`src/lp2c_pkg.sv`:
```
// ----------------------------------------------------------------------------
// lp2c_pkg
// shared types, constants and tables of the lidar polar to cartesian core
// ----------------------------------------------------------------------------
package lp2c_pkg;

    localparam int MAX_POINTS    = 4096;
    localparam int CORDIC_STAGES = 16;
    localparam int IDX_W         = 13;
    localparam int CNT_W         = 5;
    localparam int FULL_TURN     = 3600000;
    localparam int QUARTER_TURN  = 900000;
    localparam int GAIN_Q30      = 652032875;
    localparam int OUT_MAX       = 16777215;
    localparam int OUT_MIN       = -16777216;
    // two full turns less a quarter turn added so the angle sum never goes negative
    localparam int ANGLE_BIAS    = 2 * FULL_TURN - QUARTER_TURN;
    localparam int RED_STEPS     = 9;

    typedef enum logic [2:0] {
        CFG_FIRST_ANGLE    = 3'd0,
        CFG_STEP_ANGLE     = 3'd1,
        CFG_DISTANCE_SCALE = 3'd2,
        CFG_LAYER_COSINE   = 3'd3,
        CFG_LAYER_SINE     = 3'd4
    } cfg_index_t;

    typedef struct packed {
        logic signed [22:0] first_angle;
        logic        [16:0] step_angle;
        logic        [15:0] distance_scale;
        logic signed [15:0] layer_cosine;
        logic signed [15:0] layer_sine;
    } cfg_t;

    typedef struct packed {
        logic [1:0]  quad;
        logic [19:0] resid;
        logic [15:0] raw;
        logic [7:0]  inten;
        logic [2:0]  echo;
        logic        last;
    } item_t;

    typedef struct packed {
        logic full;
        logic empty;
    } fifo_stat_t;

    typedef enum logic [1:0] {
        F_IDLE,
        F_MUL,
        F_RED,
        F_PUSH
    } front_state_t;

    typedef enum logic [2:0] {
        B_IDLE,
        B_ROT,
        B_MUL1,
        B_MUL2,
        B_OUT
    } back_state_t;

    // arctangent of 2^-i in 1/2560000 degree
    function automatic logic signed [29:0] atan_val(input logic [CNT_W-1:0] i);
        logic signed [29:0] v;
        unique case (i)
            5'd0:    v = 30'sd115200000;
            5'd1:    v = 30'sd68006531;
            5'd2:    v = 30'sd35932783;
            5'd3:    v = 30'sd18240042;
            5'd4:    v = 30'sd9155416;
            5'd5:    v = 30'sd4582171;
            5'd6:    v = 30'sd2291645;
            5'd7:    v = 30'sd1145892;
            5'd8:    v = 30'sd572955;
            5'd9:    v = 30'sd286479;
            5'd10:   v = 30'sd143239;
            5'd11:   v = 30'sd71620;
            5'd12:   v = 30'sd35810;
            5'd13:   v = 30'sd17905;
            5'd14:   v = 30'sd8952;
            5'd15:   v = 30'sd4476;
            5'd16:   v = 30'sd2238;
            5'd17:   v = 30'sd1119;
            5'd18:   v = 30'sd560;
            5'd19:   v = 30'sd280;
            5'd20:   v = 30'sd140;
            5'd21:   v = 30'sd70;
            5'd22:   v = 30'sd35;
            5'd23:   v = 30'sd17;
            default: v = 30'sd0;
        endcase
        return v;
    endfunction

    function automatic logic signed [24:0] sat25(input logic signed [31:0] v);
        logic signed [24:0] r;
        if (v > 32'sd16777215)
            r = 25'(OUT_MAX);
        else if (v < -32'sd16777216)
            r = 25'(OUT_MIN);
        else
            r = v[24:0];
        return r;
    endfunction

endpackage

```
`src/lp2c_fifo.sv`:
```
// ----------------------------------------------------------------------------
// lp2c_fifo
// two-entry queue of reduced angle words between front and back
// ----------------------------------------------------------------------------
module lp2c_fifo
(
    input  logic                 clk,
    input  logic                 rst_n,
    input  logic                 push,
    input  lp2c_pkg::item_t      push_item,
    input  logic                 pop,
    output lp2c_pkg::item_t      pop_item,
    output lp2c_pkg::fifo_stat_t q_stat
);

    lp2c_pkg::item_t mem_reg [2];
    logic            wr_ptr_reg;
    logic            rd_ptr_reg;
    logic [1:0]      count_reg;

    assign pop_item     = mem_reg[rd_ptr_reg];
    assign q_stat.full  = (count_reg == 2'd2);
    assign q_stat.empty = (count_reg == 2'd0);

    always_ff @(posedge clk or negedge rst_n)
    begin
        if (!rst_n)
        begin
            wr_ptr_reg <= 1'b0;
            rd_ptr_reg <= 1'b0;
            count_reg  <= 2'd0;
        end
        else
        begin
            if (push)
                wr_ptr_reg <= !wr_ptr_reg;
            if (pop)
                rd_ptr_reg <= !rd_ptr_reg;
            if (push && !pop)
                count_reg <= count_reg + 1'b1;
            else if (pop && !push)
                count_reg <= count_reg - 1'b1;
        end
    end

    always_ff @(posedge clk)
    begin
        if (push)
            mem_reg[wr_ptr_reg] <= push_item;
    end

endmodule

```
`config.mk`:
```
export PLATFORM = sky130hd
export DESIGN_NAME = lp2c_fifo
export DESIGN_NICKNAME = d
export VERILOG_FILES = /design/src/lp2c_pkg.sv /design/src/lp2c_fifo.sv
export SDC_FILE = /design/constraint.sdc
export NUM_CORES = 1
export LEC_CHECK = 0
export ABC_AREA = 1
export BUFFER_PORTS_ARGS = -buffer_cell sky130_fd_sc_hd__buf_2
export CAP_MARGIN = 20
export CORE_ASPECT_RATIO = 0.75
export CORE_MARGIN = 5
export CORE_UTILIZATION = 40
export DETAILED_ROUTE_END_ITERATION = 7
export GPL_ROUTABILITY_DRIVEN = 0
export PLACE_DENSITY_LB_ADDON = 0.3
export SYNTH_ARGS = -nofsm -noshare
export SYNTH_HDL_FRONTEND = slang
export SYNTH_SLANG_ARGS = --single-unit
```
`constraint.sdc`:
```
create_clock -name clk -period 2.7 [get_ports clk]
set_input_delay 0.405 -clock clk [delete_from_list [all_inputs] [get_ports clk]]
set_output_delay 0.405 -clock clk [all_outputs]
set_load 0.02 [all_outputs]
```
==> impl_metrics.ini, run 1 <==
[status]
outcome = finished clean

[global_routing]
grt_max_degree = 29
grt.total_usage = 0.112
grt.overflow.total = 0
grt_pass1_vias = 2024
antenna_found_initial = 0
grt_pass1_wl_um = 10400

[clocking]
cts.clk_slew.worst_paths_ns = 0.06
post_cts_resize_count = 0
cts.sinks = 104
cts_tree = done
post_cts.repair.setup_buffers = 0
postCtsHoldBufs = 1
htreeDepth = 3
cts_made_buffers = 9
insertion_delay_ns = 0.33
clockBufferDepth = 2
root_buffer = clkbuf_16

[synthesis]
ys.flop_type = edfxtp_1
syn-cell-area_sq_um = 4070
synth_top_area_frac = 0.738
yosys_warnings = 0
synth-edff-count = 100
async_reset_ff_frac = 0.0385
synth_area_leaders = edfxtp_1, mux2_4, buf_12
syn_inst = 181
syn_nets = 236
syn_avg_cell_area_sq_um = 22.5
synth_commonest_cells = edfxtp_1, mux2_4, inv_1
seq_area_frac_synth = 0.763
synth.most_common_cell = edfxtp_1
yosysUniqueCellTypes = 14
synth_seq_cells = 104
yosys.area.top_type = edfxtp_1

[sta]
slew_violations = 0
worst_hold_slack_ns = 0.254
setup_viol = 0
fin_setup_tns_ns = 0
hold_violations = 0
tightest_slew_ns = 0.524
rsz0062_at_grt = no
timing.fmax_mhz = 441
slew_headroom = 0.650
fin_crit_sh = 0.840
fin_skew_ns = 0.00423
final.min_clock_period_ns = 2.27

[route]
wl_per_cell_um = 15.6
drtIter0Drc = 71
antenna_left = 0
firstDrtPassIters = 5
viasPerCell = 4.51
drc_errors = 0
drt_wl_total_um = 6760
vias = 1956

[power_and_ir_drop]
power_w = 0.00539
peakVddDrop_uv = 567
power_density_nw_per_um2 = 1080
p_leak_nw = 2.06

[floorplanning]
core_area_sq_um = 9810
io_pins = 106
dieArea_sq_um = 12300
fp-row-count = 31
die_w_um = 126
die_y_um = 97.3
initial_core_util = 0.415

[min_path]
hp-class = primary input to flip-flop

[placement]
portBuffers = 105
dp.cells = 417
dp_hpwl_um = 4720

[layout]
nNetsFinal = 352
post-route-util = 0.511
drive_above_1_share = 0.576
n_antenna_cell = 0
layout.cells.non_filler = 434
syn_to_final_growth_pct = 23.2
largest_reg_flops = 100

[job]
drv_cap = 0

[critical_path]
required_ns = 2.30
critical_path.endpoint_type = output port
path_max_fanout = 20
cp.arrival_ns = 1.86
crit_path_start_kind = flip-flop
criticalPathCategory = flip-flop to output port
## cell usage in the layout, fill, tap and decap left out, types with 2 or more instances in the layout
cell and count:
buf_2 105, edfxtp_1 100, mux2_4 49, clkbuf_16 9, inv_1 6, nand2_1 5
clkinv_1 4, dfrtp_1 3, buf_4 3, nor2_1 2, xor2_1 2, buf_12 2
## worst paths after layout
kind,to,depth (start not counted),start,slack (ns)
max in group asynchronous,rd_ptr_reg,2,rst_n,2.16
worst max-delay path,pop_item[41],3,rd_ptr_reg,0.43
worst min register to register,count_reg[1],2,count_reg[1],0.53
worst min-delay path,mem_reg[1][13],1,push_item[13],0.25
min in group asynchronous,count_reg[0],2,rst_n,0.40
worst max register to register,mem_reg[1][39],3,wr_ptr_reg,1.19
## critical path, stage by stage (launching register included)
cell and delay [ns]:
dfrtp_4 0.67, buf_4 0.32, mux2_2 0.37, buf_2 0.16
## layer usage
layer,wire length (um),track usage,share of wire
met5,0,0,0
met4,104,0.0445,0.015
met3,647,0.0511,0.096
met2,2880,0.159,0.43
met1,3130,0.148,0.46
## layout make-up
cell class | count | area, sq um
Tap cell | 132 | 165
Clock inverter | 6 | 50.0
Multi-Input combinational cell | 64 | 835
Sequential cell | 104 | 3110
Fill cell | 810 | 4800
Timing Repair Buffer | 111 | 598
Inverter | 7 | 26.3
Clock buffer | 10 | 229
## per-stage QoR
stage	area (sq um)	worst slack [ns]
floorplan	4070	0.557
global placement	4720	0.803
detailed placement	4720	0.759
CTS	5010	0.387
global route	5010	0.329
finish	5010	0.431
## logic make-up after synthesis
logic type	synth area share
mux	0.184
simple gates	0.0102
xor+xnor	0.00646
flops	0.763
fa+ha+maj	0.00308
buf+inv	0.0338
## power breakdown
group          internal [W]  switching [W]  total, W
Combinational      0.000867       0.000997   0.00186
Clock              0.000704       0.000507   0.00121
Sequential          0.00215       0.000171   0.00232
Power figures use the tool's default switching activity.
==> inputs of run 2 (changes only) <==
--- a/config.mk
+++ b/config.mk
@@ -5,7 +5,7 @@
 export SDC_FILE = /design/constraint.sdc
 export NUM_CORES = 1
 export LEC_CHECK = 0
-export ABC_AREA = 1
+export ABC_AREA = 0
 export BUFFER_PORTS_ARGS = -buffer_cell sky130_fd_sc_hd__buf_2
 export CAP_MARGIN = 20
 export CORE_ASPECT_RATIO = 0.75
==> constraint.sdc (replaced) <==
create_clock -name clk -period 2.13 [get_ports clk]
set_input_delay 0.3195 -clock clk [delete_from_list [all_inputs] [get_ports clk]]
set_output_delay 0.3195 -clock clk [all_outputs]
set_load 0.02 [all_outputs]
==> run 2 against run 1 <==
Net effect:
- total power grew 29%
- register-to-register slack lost 0.32 ns
- critical path depth is the same
- wire length grew 3.6%
- synthesized cell count shrank 5.0%
- clock power grew 31%
- cell area grew 0.40%
- combinational power grew 30%
- die area shrank 0.45%
- utilization grew 0.41 points
- via count shrank 1.4%
- largest cell class unchanged
==> impl_metrics.ini, run 2 <==
[route]
vias = 1929
firstDrtPassIters = 4
viasPerCell = 4.52
wl_per_cell_um = 16.4
drtIter0Drc = 95
drc_errors = 0
antenna_left = 0
drt_wl_total_um = 7000

[clocking]
htreeDepth = 3
cts_tree = done
cts.sinks = 104
post_cts.repair.setup_buffers = 0
insertion_delay_ns = 0.34
clockBufferDepth = 2
cts.clk_slew.worst_paths_ns = 0.07
postCtsHoldBufs = 1
cts_made_buffers = 9
root_buffer = clkbuf_16
post_cts_resize_count = 0

[synthesis]
syn-cell-area_sq_um = 4050
syn_nets = 227
synth_top_family_by_area = multiplexers
synth_top_area_frac = 0.742
synth_compound_area_frac = 0
synth-xor-area-share = 0.0108
seq_area_frac_synth = 0.767
synth.most_common_cell = edfxtp_1
yosys.area.top_type = edfxtp_1
synth-simple-area-share = 0.00649
yosysUniqueCellTypes = 13
synth_seq_cells = 104
async_reset_ff_frac = 0.0385
synth_commonest_cells = edfxtp_1, mux2_4, buf_12
syn_avg_cell_area_sq_um = 23.5
synth-edff-count = 100
syn_inst = 172
yosys_warnings = 0
synth_area_leaders = edfxtp_1, mux2_4, buf_12
muxShareOfSynthArea = 0.185
ys.flop_type = edfxtp_1
synth_fa_ha_area_frac = 0.00309

[sta]
final.min_clock_period_ns = 2.06
rsz0062_at_grt = no
timing.fmax_mhz = 487
slew_violations = 0
setup_viol = 0
hold_violations = 0
tightest_slew_ns = 0.399
fin_crit_sh = 0.965
fin_skew_ns = 0.00817
slew_headroom = 0.734
fin_setup_tns_ns = 0
worst_hold_slack_ns = 0.167

[global_routing]
grt.overflow.total = 0
grt_pass1_wl_um = 10800
grt_max_degree = 51
top_usage_layer = met2
antenna_found_initial = 0
grt_pass1_vias = 2081
met3_usage = 0.0577
grt_util_met2 = 0.179
grt.total_usage = 0.115
met1_usage = 0.139

[critical_path]
r2r_slack_ns = 0.87
cp.arrival_ns = 1.74
crit_path_start_kind = flip-flop
criticalPathCategory = flip-flop to output port
critical_path.endpoint_type = output port
crit-reg2reg-capture = mem_reg[0][46]
required_ns = 1.81
reg2reg_depth = 2
reg2reg_from = wr_ptr_reg
path_max_fanout = 20

[min_path]
whs_endpoint = mem_reg[0][35]
hp-start = push_item[35]
hp-class = primary input to flip-flop
hold_depth = 1

[job]
drv_cap = 0

[floorplanning]
core_area_sq_um = 9770
die_y_um = 97.1
initial_core_util = 0.414
dieArea_sq_um = 12300
fp-row-count = 31
io_pins = 106
die_w_um = 126

[layout]
largest_reg_flops = 100
nNetsFinal = 345
final_common_cell = buf_2
drive_above_1_share = 0.603
n_antenna_cell = 0
final_cell_mix = buf_2, edfxtp_1, mux2_4
fillers = 829
syn_to_final_growth_pct = 24.3

[status]
outcome = finished clean

[placement]
portBuffers = 105
dp_hpwl_um = 4750

[power_and_ir_drop]
power_density_nw_per_um2 = 1380
peakVddDrop_uv = 813
p_leak_nw = 2.04
[run 2: changes by cell type after synthesis, moves of 2 or more]
| cell | before | now |
|---|---|---|
| inv_1 | 7 | 1 |
| nand2_1 | 5 | 0 |
| nor2b_1 | 0 | 2 |
| xor2_1 | 2 | 4 |
[run 2: worst max-delay path by stage]
stage / depth (start not counted) / end / startpoint
6_report: 3 / pop_item[28] / rd_ptr_reg
5_1_grt: 3 / pop_item[45] / rd_ptr_reg
4_1_cts: 3 / pop_item[45] / rd_ptr_reg
3_5_place_dp: 3 / pop_item[47] / rd_ptr_reg
3_3_place_gp: 3 / pop_item[47] / rd_ptr_reg
2_1_floorplan: 1 / mem_reg[1][0] / wr_ptr_reg
[run 2: report_power, final]
part           internal [W]  switching, W
clock              0.000909      0.000670
sequential          0.00272      0.000222
combinational       0.00115       0.00126
total               0.00478       0.00215
[run 2: per-stage QoR]
| stage | total power (W) | utilization | cell area, sq um | std cells | worst slack (ns) |
|---|---|---|---|---|---|
| detailed placement | 0.00544 | 0.484 | 4730 | 410 | 0.412 |
| CTS | 0.00704 | 0.515 | 5030 | 427 | 0.0397 |
| global placement | 0.00542 | 0.484 | 4730 | 410 | 0.418 |
| finish | 0.00693 | 0.515 | 5030 | 427 | 0.0747 |
| floorplan | 0.00484 | - | 4060 | 172 | 0.0963 |
| global route | 0.00726 | 0.515 | 5030 | 427 | 0.00375 |
[run 2: cell type report]
cell class / count / area, sq um / share of cell area
flip-flops and latches: 104 / 3110 / 0.618
multi-input cells: 61 / 838 / 0.167
repair buffers: 113 / 626 / 0.124
clock buffers: 11 / 233 / 0.0463
well taps: 132 / 165 / 0.0328
clock inverters: 5 / 57.6 / 0.0114
inverters: 1 / 3.75 / 0.000746
[run 2: kinds of logic after synthesis]
family	Yosys count
adder cells (fa/ha/maj)	1
XOR/XNOR	5
buffers and inverters	7
AND/OR/NAND/NOR	5
flip-flops	104
multiplexers	50
[run 2: critical path: stages, from the launching register on]
cell	delay [ns]
dfrtp_4	0.68
buf_4	0.24
mux2_4	0.32
buf_2	0.16
[run 2: layer usage]
layer / vias up / wire [um] / part of all wire
met3: 7 / 588 / 0.084
met1: 937 / 3140 / 0.45
met2: 76 / 3190 / 0.46
li1: 909 / - / -
met4: 0 / 77 / 0.011
met5: - / 0 / 0
