==> config.mk <==
export PLATFORM = sky130hd
export DESIGN_NAME = lp2c_front
export DESIGN_NICKNAME = d
export VERILOG_FILES = /design/src/lp2c_pkg.sv /design/src/lp2c_front.sv
export SDC_FILE = /design/constraint.sdc
export NUM_CORES = 1
export LEC_CHECK = 0
export ABC_AREA = 0
export BUFFER_PORTS_ARGS = -buffer_cell sky130_fd_sc_hd__buf_2
export CORE_ASPECT_RATIO = 1.2
export CORE_MARGIN = 2
export CORE_UTILIZATION = 56
export CTS_CLUSTER_SIZE = 12
export DETAILED_ROUTE_END_ITERATION = 7
export PLACE_DENSITY = 0.8
export REMOVE_ABC_BUFFERS = 1
export SLEW_MARGIN = 20
export SYNTH_ARGS = -nofsm -noshare
export SYNTH_HDL_FRONTEND = slang
export SYNTH_SLANG_ARGS = --single-unit
==> constraint.sdc <==
create_clock -name clk -period 7.7 [get_ports clk]
set_clock_uncertainty 0.2 [all_clocks]
set_input_delay 1.925 -clock clk [delete_from_list [all_inputs] [get_ports clk]]
set_output_delay 1.925 -clock clk [all_outputs]
set_load 0.05 [all_outputs]
==> src/lp2c_pkg.sv <==
// ----------------------------------------------------------------------------
// lp2c_pkg
// shared types, constants and tables of the lidar polar to cartesian core
// ----------------------------------------------------------------------------
package lp2c_pkg;

    localparam int MAX_POINTS    = 4096;
    localparam int CORDIC_STAGES = 16;
    localparam int IDX_W         = 13;
    localparam int CNT_W         = 5;
    localparam int FULL_TURN     = 3600000;
    localparam int QUARTER_TURN  = 900000;
    localparam int GAIN_Q30      = 652032875;
    localparam int OUT_MAX       = 16777215;
    localparam int OUT_MIN       = -16777216;
    // two full turns less a quarter turn added so the angle sum never goes negative
    localparam int ANGLE_BIAS    = 2 * FULL_TURN - QUARTER_TURN;
    localparam int RED_STEPS     = 9;

    typedef enum logic [2:0] {
        CFG_FIRST_ANGLE    = 3'd0,
        CFG_STEP_ANGLE     = 3'd1,
        CFG_DISTANCE_SCALE = 3'd2,
        CFG_LAYER_COSINE   = 3'd3,
        CFG_LAYER_SINE     = 3'd4
    } cfg_index_t;

    typedef struct packed {
        logic signed [22:0] first_angle;
        logic        [16:0] step_angle;
        logic        [15:0] distance_scale;
        logic signed [15:0] layer_cosine;
        logic signed [15:0] layer_sine;
    } cfg_t;

    typedef struct packed {
        logic [1:0]  quad;
        logic [19:0] resid;
        logic [15:0] raw;
        logic [7:0]  inten;
        logic [2:0]  echo;
        logic        last;
    } item_t;

    typedef struct packed {
        logic full;
        logic empty;
    } fifo_stat_t;

    typedef enum logic [1:0] {
        F_IDLE,
        F_MUL,
        F_RED,
        F_PUSH
    } front_state_t;

    typedef enum logic [2:0] {
        B_IDLE,
        B_ROT,
        B_MUL1,
        B_MUL2,
        B_OUT
    } back_state_t;

    // arctangent of 2^-i in 1/2560000 degree
    function automatic logic signed [29:0] atan_val(input logic [CNT_W-1:0] i);
        logic signed [29:0] v;
        unique case (i)
            5'd0:    v = 30'sd115200000;
            5'd1:    v = 30'sd68006531;
            5'd2:    v = 30'sd35932783;
            5'd3:    v = 30'sd18240042;
            5'd4:    v = 30'sd9155416;
            5'd5:    v = 30'sd4582171;
            5'd6:    v = 30'sd2291645;
            5'd7:    v = 30'sd1145892;
            5'd8:    v = 30'sd572955;
            5'd9:    v = 30'sd286479;
            5'd10:   v = 30'sd143239;
            5'd11:   v = 30'sd71620;
            5'd12:   v = 30'sd35810;
            5'd13:   v = 30'sd17905;
            5'd14:   v = 30'sd8952;
            5'd15:   v = 30'sd4476;
            5'd16:   v = 30'sd2238;
            5'd17:   v = 30'sd1119;
            5'd18:   v = 30'sd560;
            5'd19:   v = 30'sd280;
            5'd20:   v = 30'sd140;
            5'd21:   v = 30'sd70;
            5'd22:   v = 30'sd35;
            5'd23:   v = 30'sd17;
            default: v = 30'sd0;
        endcase
        return v;
    endfunction

    function automatic logic signed [24:0] sat25(input logic signed [31:0] v);
        logic signed [24:0] r;
        if (v > 32'sd16777215)
            r = 25'(OUT_MAX);
        else if (v < -32'sd16777216)
            r = 25'(OUT_MIN);
        else
            r = v[24:0];
        return r;
    endfunction

endpackage

==> src/lp2c_front.sv <==
// ----------------------------------------------------------------------------
// lp2c_front
// accepts samples, keeps the point index and reduces the beam angle to a
// quadrant and a rest within it
// ----------------------------------------------------------------------------
module lp2c_front
(
    input  logic                clk,
    input  logic                rst_n,
    input  logic                in_valid,
    output logic                in_stall,
    input  logic [15:0]         raw_distance,
    input  logic [7:0]          intensity_in,
    input  logic [2:0]          echo_number,
    input  logic                last_of_scan,
    input  lp2c_pkg::cfg_t      cfg,
    input  lp2c_pkg::fifo_stat_t q_stat,
    output logic                push,
    output lp2c_pkg::item_t     push_item
);

    lp2c_pkg::front_state_t state_reg, state_next;
    logic [lp2c_pkg::IDX_W-1:0] idx_reg, idx_snap_reg;
    logic [lp2c_pkg::IDX_W-1:0] idx_inc;
    logic [3:0]                 k_reg;
    logic [30:0]                acc_reg;
    logic [15:0]                raw_reg;
    logic [7:0]                 inten_reg;
    logic [2:0]                 echo_reg;
    logic                       last_reg;
    logic                       accept;
    logic [29:0]                prod;
    logic signed [31:0]         sum;
    logic [30:0]                thr;
    logic [1:0]                 quad;
    logic [21:0]                resid;

    assign accept  = in_valid && !in_stall;
    assign idx_inc = idx_reg + 1'b1;
    assign prod    = 30'(idx_snap_reg) * 30'(cfg.step_angle);
    assign sum     = 32'(cfg.first_angle) + $signed({2'b00, prod})
                     + 32'(lp2c_pkg::ANGLE_BIAS);
    assign thr     = 31'(lp2c_pkg::FULL_TURN) << k_reg;

    always_comb
    begin
        if (acc_reg >= 31'(3 * lp2c_pkg::QUARTER_TURN))
        begin
            quad  = 2'd3;
            resid = 22'(acc_reg - 31'(3 * lp2c_pkg::QUARTER_TURN));
        end
        else if (acc_reg >= 31'(2 * lp2c_pkg::QUARTER_TURN))
        begin
            quad  = 2'd2;
            resid = 22'(acc_reg - 31'(2 * lp2c_pkg::QUARTER_TURN));
        end
        else if (acc_reg >= 31'(lp2c_pkg::QUARTER_TURN))
        begin
            quad  = 2'd1;
            resid = 22'(acc_reg - 31'(lp2c_pkg::QUARTER_TURN));
        end
        else
        begin
            quad  = 2'd0;
            resid = acc_reg[21:0];
        end
    end

    always_comb
    begin
        push_item.quad  = quad;
        push_item.resid = resid[19:0];
        push_item.raw   = raw_reg;
        push_item.inten = inten_reg;
        push_item.echo  = echo_reg;
        push_item.last  = last_reg;
    end

    always_comb
    begin
        state_next = state_reg;
        unique case (state_reg)
            lp2c_pkg::F_IDLE: if (in_valid) state_next = lp2c_pkg::F_MUL;
            lp2c_pkg::F_MUL:  state_next = lp2c_pkg::F_RED;
            lp2c_pkg::F_RED:  if (k_reg == 4'd0) state_next = lp2c_pkg::F_PUSH;
            lp2c_pkg::F_PUSH: if (!q_stat.full) state_next = lp2c_pkg::F_IDLE;
            default: state_next = lp2c_pkg::F_IDLE;
        endcase
    end

    always_comb
    begin
        in_stall = (state_reg != lp2c_pkg::F_IDLE);
        push     = (state_reg == lp2c_pkg::F_PUSH) && !q_stat.full;
    end

    always_ff @(posedge clk or negedge rst_n)
    begin
        if (!rst_n)
        begin
            state_reg <= lp2c_pkg::F_IDLE;
            idx_reg   <= '0;
        end
        else
        begin
            state_reg <= state_next;
            if (accept)
            begin
                if (last_of_scan || (32'(idx_inc) >= 32'(lp2c_pkg::MAX_POINTS)))
                    idx_reg <= '0;
                else
                    idx_reg <= idx_inc;
            end
        end
    end

    always_ff @(posedge clk)
    begin
        if (accept)
        begin
            idx_snap_reg <= idx_reg;
            raw_reg      <= raw_distance;
            inten_reg    <= intensity_in;
            echo_reg     <= echo_number;
            last_reg     <= last_of_scan;
        end
        if (state_reg == lp2c_pkg::F_MUL)
        begin
            acc_reg <= sum[30:0];
            k_reg   <= 4'(lp2c_pkg::RED_STEPS - 1);
        end
        else if (state_reg == lp2c_pkg::F_RED)
        begin
            // one compare and subtract of a shifted full turn a cycle
            if (acc_reg >= thr)
                acc_reg <= acc_reg - thr;
            k_reg <= k_reg - 1'b1;
        end
    end

endmodule

==> flow_metrics.env, run 1 <==
export IMPL_synth_top_flop_cell="edfxtp_1"
export IMPL_design_area_um2=18700
export IMPL_timing_fmax_mhz=115
export IMPL_hold_viol=0
export IMPL_dieHeight_um=182
export IMPL_die_area_um2=27800
export IMPL_antenna_found_initial=0
export IMPL_fin_nets=2444
export IMPL_syn_to_final_growth_pct=26.2
export IMPL_rows=65
export IMPL_synthCells=1689
export IMPL_maxCapViolCount=0
export IMPL_clk_pin_slew_ns=0.07
export IMPL_routed_wl_mm=40.7
export IMPL_yosysSeqAreaShare=0.177
export IMPL_slew_headroom=0.413
export IMPL_regArea_um2=2620
export IMPL_start_util=0.566
export IMPL_grt_max_degree=61
export IMPL_tightest_slew_ns=0.874
export IMPL_ys_warnings_count=0
export IMPL_overflow=0
export IMPL_cp_arrival_ns=8.62
export IMPL_ys_ff_latch=91
export IMPL_finalCritPeriodShare=1.13
export IMPL_port_buffers=123
export IMPL_min_path_type="reg -> reg"
export IMPL_ant_nets=0
export IMPL_endpoint_kind="flip-flop"
export IMPL_rsz0062_at_grt="true"
export IMPL_synth_edf_count=72
export IMPL_violations="negative setup slack"
export IMPL_drt_iter0_drc=869
export IMPL_dieWidth_um=153
export IMPL_vias=13416
export IMPL_ioPinCount=173
export IMPL_hold_buffers=0
export IMPL_coreArea_um2=26200
export IMPL_cp_start_kind="input pin"
export IMPL_n_fill_cell=1763
export IMPL_cp_common_cell="fa_1"
export IMPL_cts_made_buffers=9
export IMPL_drive_gt1_frac=0.283
export IMPL_clockBufferDepth=2
export IMPL_drc=0
export IMPL_grt_pass1_wl_mm=62.7
export IMPL_firstDrtPassIters=7
export IMPL_hpwl_mm=29.4
export IMPL_cts_tree="yes"
export IMPL_final_cell_mix="inv_1, buf_4, nand2_1"
export IMPL_grt_use_total=0.274
export IMPL_antenna_diode_count=0
export IMPL_placed_area_um2=17000
export IMPL_finalSetupViolCount=20
export IMPL_async_flop_share=0.165
export IMPL_multiInputGateArea_um2=11900
export IMPL_timing_final_max_slew_violations=0
export IMPL_cp_data_required_time_ns=7.59
export IMPL_cpMaxStageDelayCell="fa_1"
export IMPL_grt_pass1_vias=13604
export IMPL_setup_ws_ns=-1.03
export IMPL_path_class="in -> reg"
export IMPL_cpPeakStageDelay_ns=0.55
export IMPL_clock_sinks=91
export IMPL_synthesis_area_um2=14800
export IMPL_syn_avg_cell_area_um2=8.78
export IMPL_synth_distinct_cells=81
export IMPL_gp_congestion=0.920
export IMPL_root_buffer="clkbuf_16"
export IMPL_cts_max_level=3
export IMPL_min_period_ns=8.73
export IMPL_cp_max_fo=4
export IMPL_layout_commonest_cell="inv_1"
export IMPL_drt_wirelength_per_cell_um=17.6
export IMPL_largest_reg_flops=31
export IMPL_vias_per_cell=5.79
export IMPL_clk_latency_ns=0.37
export IMPL_status="complete, but fails checks"
[metrics by stage]
| stage | hold slack (ns) | instances | util | worst slack [ns] | setup TNS (ns) |
|---|---|---|---|---|---|
| after global placement | 0.267 | 2266 | 0.648 | -1.67 | -25.54 |
| after global routing | 0.318 | 2319 | 0.714 | -1.22 | -18.41 |
| final | 0.287 | 2319 | 0.714 | -1.03 | -14.45 |
| after floorplan | 0.259 | 1618 | - | -1.43 | -13.50 |
| after CTS | 0.293 | 2303 | 0.692 | -0.780 | -9.91 |
| after detailed placement | 0.282 | 2266 | 0.648 | -1.78 | -28.13 |
[final timing paths]
| path | startpoint | end | slack (ns) | depth (start not counted) |
|---|---|---|---|---|
| worst max-delay path | cfg[51] | acc_reg[27] | -1.03 | 34 |
| worst min-delay path | idx_reg[12] | idx_snap_reg[12] | 0.29 | 0 |
| worst max register to register | idx_snap_reg[3] | acc_reg[22] | -0.02 | 34 |
| worst min register to register | idx_reg[12] | idx_snap_reg[12] | 0.29 | 0 |
| max in group asynchronous | rst_n | idx_reg[8] | 5.70 | 1 |
| min in group asynchronous | rst_n | idx_reg[7] | 1.30 | 1 |
[cell usage after synthesis, types with 9 or more instances]
cell type  count  area, µm²
inv_1        270       1010
and3_1        10       62.6
nor2b_1       11       68.8
mux2i_1       13        130
a21o_1        25        188
nand2_1      205        769
a211oi_1       9       67.6
fa_1         166       3320
xor2_1        34        298
ha_1         178       2230
o21a_1        13       97.6
a21oi_1       90        450
o31ai_1       10       75.1
clkbuf_1      51        191
o211ai_1      14        105
xnor2_1       48        420
and2_1       115        719
edfxtp_1      72       2160
nand2b_1      11       68.8
nor2_1        80        300
nor3_1        15       75.1
nand3_1       24        120
dfrtp_1       15        375
o21ai_0       60        300
[cell families after synthesis]
logic type / Yosys count / synth area share
buffers and inverters: 343 / 0.0912
xor gates and xnor gates: 82 / 0.0484
AOI/OAI and AO/OA: 299 / 0.130
DFF: 91 / 0.177
adders and majority gates: 344 / 0.374
and+or+nand+nor: 512 / 0.167
muxes: 18 / 0.0126
[cell type report]
type                    instances  share of cell area
repair buffers                350               0.132
clock buffers                  11              0.0136
flip-flops and latches         91               0.140
clock inverters                 5             0.00234
well taps                     335              0.0224
multi-input cells            1255               0.635
inverters                     272              0.0546
[worst max-delay path, delay by kind of cell]
kind,cells,cell delay (ns)
mux,1,0.11
buf+inv,8,0.67
compound gates,12,1.73
fa+ha+maj,8,3.28
xor+xnor,2,0.38
simple gates,3,0.53
[per-layer routing]
| layer | routed length [µm] | part of all wire | GRT usage | vias up |
|---|---|---|---|---|
| met1 | 15100 | 0.37 | 0.323 | 6527 |
| met2 | 20900 | 0.51 | 0.488 | 595 |
| met4 | 2060 | 0.051 | 0.130 | 0 |
| met3 | 2670 | 0.066 | 0.0454 | 157 |
| met5 | 0 | 0 | 0 | - |
| li1 | - | - | - | 6137 |
[timing repair]
action | in CTS | in global routing
setup endpoints to repair | 21 | 21
pin swaps | 159 | 83
resized for setup | 168 | 81
endpoints found under the hold margin | 0 | 0
cloned | 1 | 0
setup buffers | 22 | 22
Power of run 1 is left out: the tool's default activity adds up to more than one toggle a clock period on the data nets, which glitch-free logic cannot reach.
==> run 2, diff against run 1 <==
PLACE_DENSITY = 0.77   (was 0.8)
TNS_END_PERCENT = 10   (was default)
==> flow_metrics.env, run 2 (synthesis results as in run 1) <==
export IMPL_status="complete, but fails checks"
export IMPL_violations="negative setup slack"
export IMPL_cp_common_cell="fa_1"
export IMPL_n_fill_cell=1952
export IMPL_coreArea_um2=26200
export IMPL_use_met1=0.319
export IMPL_cp_start_kind="input pin"
export IMPL_syn_to_final_growth_pct=20.7
export IMPL_cts_made_buffers=9
export IMPL_hold_viol=0
export IMPL_clk_latency_ns=0.37
export IMPL_cp_max_fo=5
export IMPL_drive_gt1_frac=0.240
export IMPL_regArea_um2=2620
export IMPL_cpMaxStageDelayCell="fa_1"
export IMPL_antenna_diode_count=0
export IMPL_largest_reg_flops=31
export IMPL_design_area_um2=17900
export IMPL_clockBufferDepth=2
export IMPL_overflow=0
export IMPL_root_buffer="clkbuf_16"
export IMPL_drc=0
export IMPL_fin_setup_tns_ns=-11.80
export IMPL_grt_pass1_wl_mm=60.4
export IMPL_hold_worst_slack_ns=0.291
export IMPL_drt_iter0_drc=642
export IMPL_cp_data_required_time_ns=7.60
export IMPL_routed_wl_mm=36.0
export IMPL_cts_max_level=3
export IMPL_cp_top_family="adder cells"
export IMPL_gp_congestion=0.917
export IMPL_clock_sinks=91
export IMPL_hold_buffers=0
export IMPL_slew_headroom=0.351
export IMPL_timing_fmax_mhz=115
export IMPL_antenna_found_initial=1
export IMPL_grt_pass1_vias=13193
export IMPL_firstDrtPassIters=5
export IMPL_vias_per_cell=5.59
export IMPL_endpoint_kind="flip-flop"
export IMPL_dieHeight_um=182
export IMPL_final_cell_mix="inv_1, nand2_1, buf_4"
export IMPL_path_class="in -> reg"
export IMPL_grt_busiest_layer="met2"
export IMPL_grt_use_total=0.264
export IMPL_layout_commonest_cell="inv_1"
export IMPL_min_path_type="reg -> reg"
export IMPL_start_util=0.566
export IMPL_drt_wirelength_per_cell_um=15.8
export IMPL_rows=65
export IMPL_grt_max_degree=62
export IMPL_finalCritPeriodShare=1.13
export IMPL_multiInputGateArea_um2=11400
export IMPL_setup_ws_ns=-0.983
export IMPL_rsz0062_at_grt="true"
export IMPL_placed_area_um2=16900
export IMPL_clk_pin_slew_ns=0.07
export IMPL_die_area_um2=27800
export IMPL_tightest_slew_ns=0.968
export IMPL_r2r_slack_ns=-0.03
export IMPL_cp_arrival_ns=8.58
export IMPL_min_period_ns=8.68
export IMPL_gr_usage_met3=0.0473
export IMPL_finalSetupViolCount=19
export IMPL_ioPinCount=173
export IMPL_dieWidth_um=153
export IMPL_cpPeakStageDelay_ns=0.52
export IMPL_port_buffers=123
export IMPL_grtUsageMet2=0.463
export IMPL_vias=12759
export IMPL_timing_final_max_slew_violations=0
export IMPL_fin_nets=2407
export IMPL_critical_path_buf_inv_count=9
export IMPL_maxCapViolCount=0
export IMPL_hpwl_mm=29.0
export IMPL_cts_tree="yes"
export IMPL_ant_nets=0
-- run 2: cell types whose count changed in the layout (fill, tap and decap cells not counted), sizes merged --
cell / previous run / this run
clkinvlp: 2 / 1
clkbuf: 11 / 10
clkinv: 2 / 4
buf: 350 / 313
-- run 2: cell type report --
| cell class | count | share of cell area |
|---|---|---|
| well taps | 335 | 0.0234 |
| inverters | 272 | 0.0571 |
| repair buffers | 313 | 0.119 |
| clock buffers | 10 | 0.0140 |
| clock inverters | 6 | 0.00245 |
| multi-input cells | 1255 | 0.638 |
| flip-flops and latches | 91 | 0.146 |
-- run 2: per-stage QoR --
step,setup slack (ns),cells,util
after floorplan,-1.43,1618,-
after global placement,-1.68,2256,0.645
after detailed placement,-1.75,2256,0.645
after CTS,-0.839,2280,0.677
after global routing,-1.17,2282,0.683
final,-0.983,2282,0.683
-- run 2: final timing paths --
path | cells after the start | startpoint | end
hold reg to reg | 0 | idx_reg[12] | idx_snap_reg[12]
setup reg to reg | 32 | idx_snap_reg[2] | acc_reg[27]
max in group asynchronous | 1 | rst_n | idx_reg[3]
min in group asynchronous | 1 | rst_n | idx_reg[8]
setup / recovery | 33 | cfg[57] | acc_reg[27]
hold / removal | 0 | idx_reg[12] | idx_snap_reg[12]
-- run 2: worst register-to-register path: cells and delay by family, from the launching register on --
kind,cells,cell delay (ns)
compound gates,11,1.96
buf+inv,8,0.72
xor+xnor,2,0.39
flops,1,0.53
fa+ha+maj,8,3.23
simple gates,2,0.35
mux,1,0.08
-- run 2: repair_timing --
| action | CTS | global route |
|---|---|---|
| cloned | 1 | 0 |
| buffers inserted | 7 | 2 |
| gates resized for setup | 111 | 37 |
| pin swaps | 94 | 66 |
| setup endpoints to repair | 21 | 21 |
-- run 2: routing by layer --
metal | routed length (µm) | vias up
met3 | 2150 | 106
met5 | 11 | -
met2 | 18200 | 444
met1 | 14200 | 6150
met4 | 1480 | 2
li1 | - | 6057
Power of run 2 is left out for the same reason.
==> run 3, diff against run 2 <==
GPL_ROUTABILITY_DRIVEN = 0   (was default)
REMOVE_ABC_BUFFERS = default   (was 1)
==> flow_metrics.env, run 3 (synthesis results as in run 1) <==
export IMPL_min_period_ns=8.64
export IMPL_overflow=0
export IMPL_drive_gt1_frac=0.243
export IMPL_violations="negative setup slack"
export IMPL_hpwl_mm=29.0
export IMPL_timing_final_max_slew_violations=0
export IMPL_dpl_cell_count=2250
export IMPL_design_area_um2=18000
export IMPL_slew_headroom=0.397
export IMPL_status="complete, but fails checks"
export IMPL_layout_commonest_cell="inv_1"
export IMPL_vias=12811
export IMPL_cts_tree="yes"
export IMPL_coreArea_um2=26200
export IMPL_clk_latency_ns=0.36
export IMPL_cp_common_cell="fa_1"
export IMPL_cp_data_required_time_ns=7.59
export IMPL_hold_buffers=0
export IMPL_ant_nets=0
export IMPL_min_path_type="reg -> reg"
export IMPL_routed_wl_mm=36.4
export IMPL_maxCapViolCount=0
export IMPL_start_util=0.566
export IMPL_grt_pass1_wl_mm=60.5
export IMPL_cp_top_family="adder cells"
export IMPL_grt_use_total=0.263
export IMPL_cts_made_buffers=9
export IMPL_grt_pass1_vias=13464
export IMPL_grt_max_degree=62
export IMPL_clockBufferDepth=2
export IMPL_drc=0
export IMPL_cp_start_kind="input pin"
export IMPL_cp_max_fo=8
export IMPL_drt_wirelength_per_cell_um=15.9
export IMPL_antenna_found_initial=1
export IMPL_cp_arrival_ns=8.53
export IMPL_root_buffer="clkbuf_16"
export IMPL_die_area_um2=27800
export IMPL_clk_pin_slew_ns=0.07
export IMPL_cpPeakStageDelay_ns=0.52
export IMPL_fin_nets=2410
export IMPL_largest_reg_flops=31
export IMPL_cpMaxStageDelayCell="fa_1"
export IMPL_placed_area_um2=17000
export IMPL_hold_viol=0
export IMPL_dieHeight_um=182
export IMPL_ioPinCount=173
export IMPL_rows=65
export IMPL_syn_nets=2154
export IMPL_setup_ws_ns=-0.936
export IMPL_critical_path_buf_inv_count=9
export IMPL_syn_to_final_growth_pct=21.2
export IMPL_finalCritPeriodShare=1.12
export IMPL_tightest_slew_ns=0.899
export IMPL_cts_max_level=3
export IMPL_endpoint_kind="flip-flop"
export IMPL_timing_fmax_mhz=116
export IMPL_finalSetupViolCount=19
export IMPL_vias_per_cell=5.61
export IMPL_firstDrtPassIters=5
export IMPL_pre_cts_ws_ns=-1.45
export IMPL_clock_sinks=91
export IMPL_dieWidth_um=153
export IMPL_port_buffers=123
export IMPL_antenna_diode_count=0
export IMPL_final_cell_mix="inv_1, nand2_1, buf_4"
export IMPL_rsz0062_at_grt="true"
export IMPL_drt_iter0_drc=765
export IMPL_fin_cells=2285
export IMPL_path_class="in -> reg"
run 3: cell types whose count changed in the layout (fill, tap and decap cells not counted), sizes merged:
cell	change
buf	+3
clkinv	-1
inv	+1
run 3: metal layers:
metal / track usage / part of all wire / vias up
met1: 0.305 / 0.39 / 6222
met2: 0.488 / 0.52 / 438
li1: - / - / 6062
met4: 0.101 / 0.034 / 0
met3: 0.0399 / 0.054 / 89
met5: 0 / 0 / -
run 3: worst paths after layout:
kind	start	endpoint	slack (ns)	cells after the start
worst max register to register	idx_snap_reg[1]	acc_reg[25]	0.01	30
worst min-delay path	idx_reg[7]	idx_snap_reg[7]	0.30	0
min in group asynchronous	rst_n	idx_reg[11]	1.28	1
worst min register to register	idx_reg[7]	idx_snap_reg[7]	0.30	0
worst max-delay path	cfg[53]	acc_reg[25]	-0.94	31
max in group asynchronous	rst_n	idx_reg[6]	5.73	1
run 3: what timing repair did:
item / 4_1_cts / 5_1_grt
pin swaps: 67 / 81
setup endpoints to repair: 20 / 20
gates resized for setup: 71 / 56
buffers inserted: 9 / 10
run 3: stage by stage:
stage | setup TNS (ns) | hold slack (ns) | utilization
floorplan | -11.53 | 0.259 | -
global placement | -19.95 | 0.277 | 0.650
detailed placement | -22.40 | 0.284 | 0.650
CTS | -9.29 | 0.303 | 0.675
global route | -15.98 | 0.314 | 0.686
finish | -10.76 | 0.298 | 0.686
run 3: cell type report:
| cell class | count | area [µm²] |
|---|---|---|
| flip-flops and latches | 91 | 2620 |
| multi-input cells | 1255 | 11500 |
| fillers | 1986 | 8220 |
| inverters | 272 | 1020 |
| clock buffers | 10 | 229 |
| repair buffers | 316 | 2160 |
| clock inverters | 6 | 48.8 |
| well taps | 335 | 419 |
Power of run 3 is left out for the same reason.
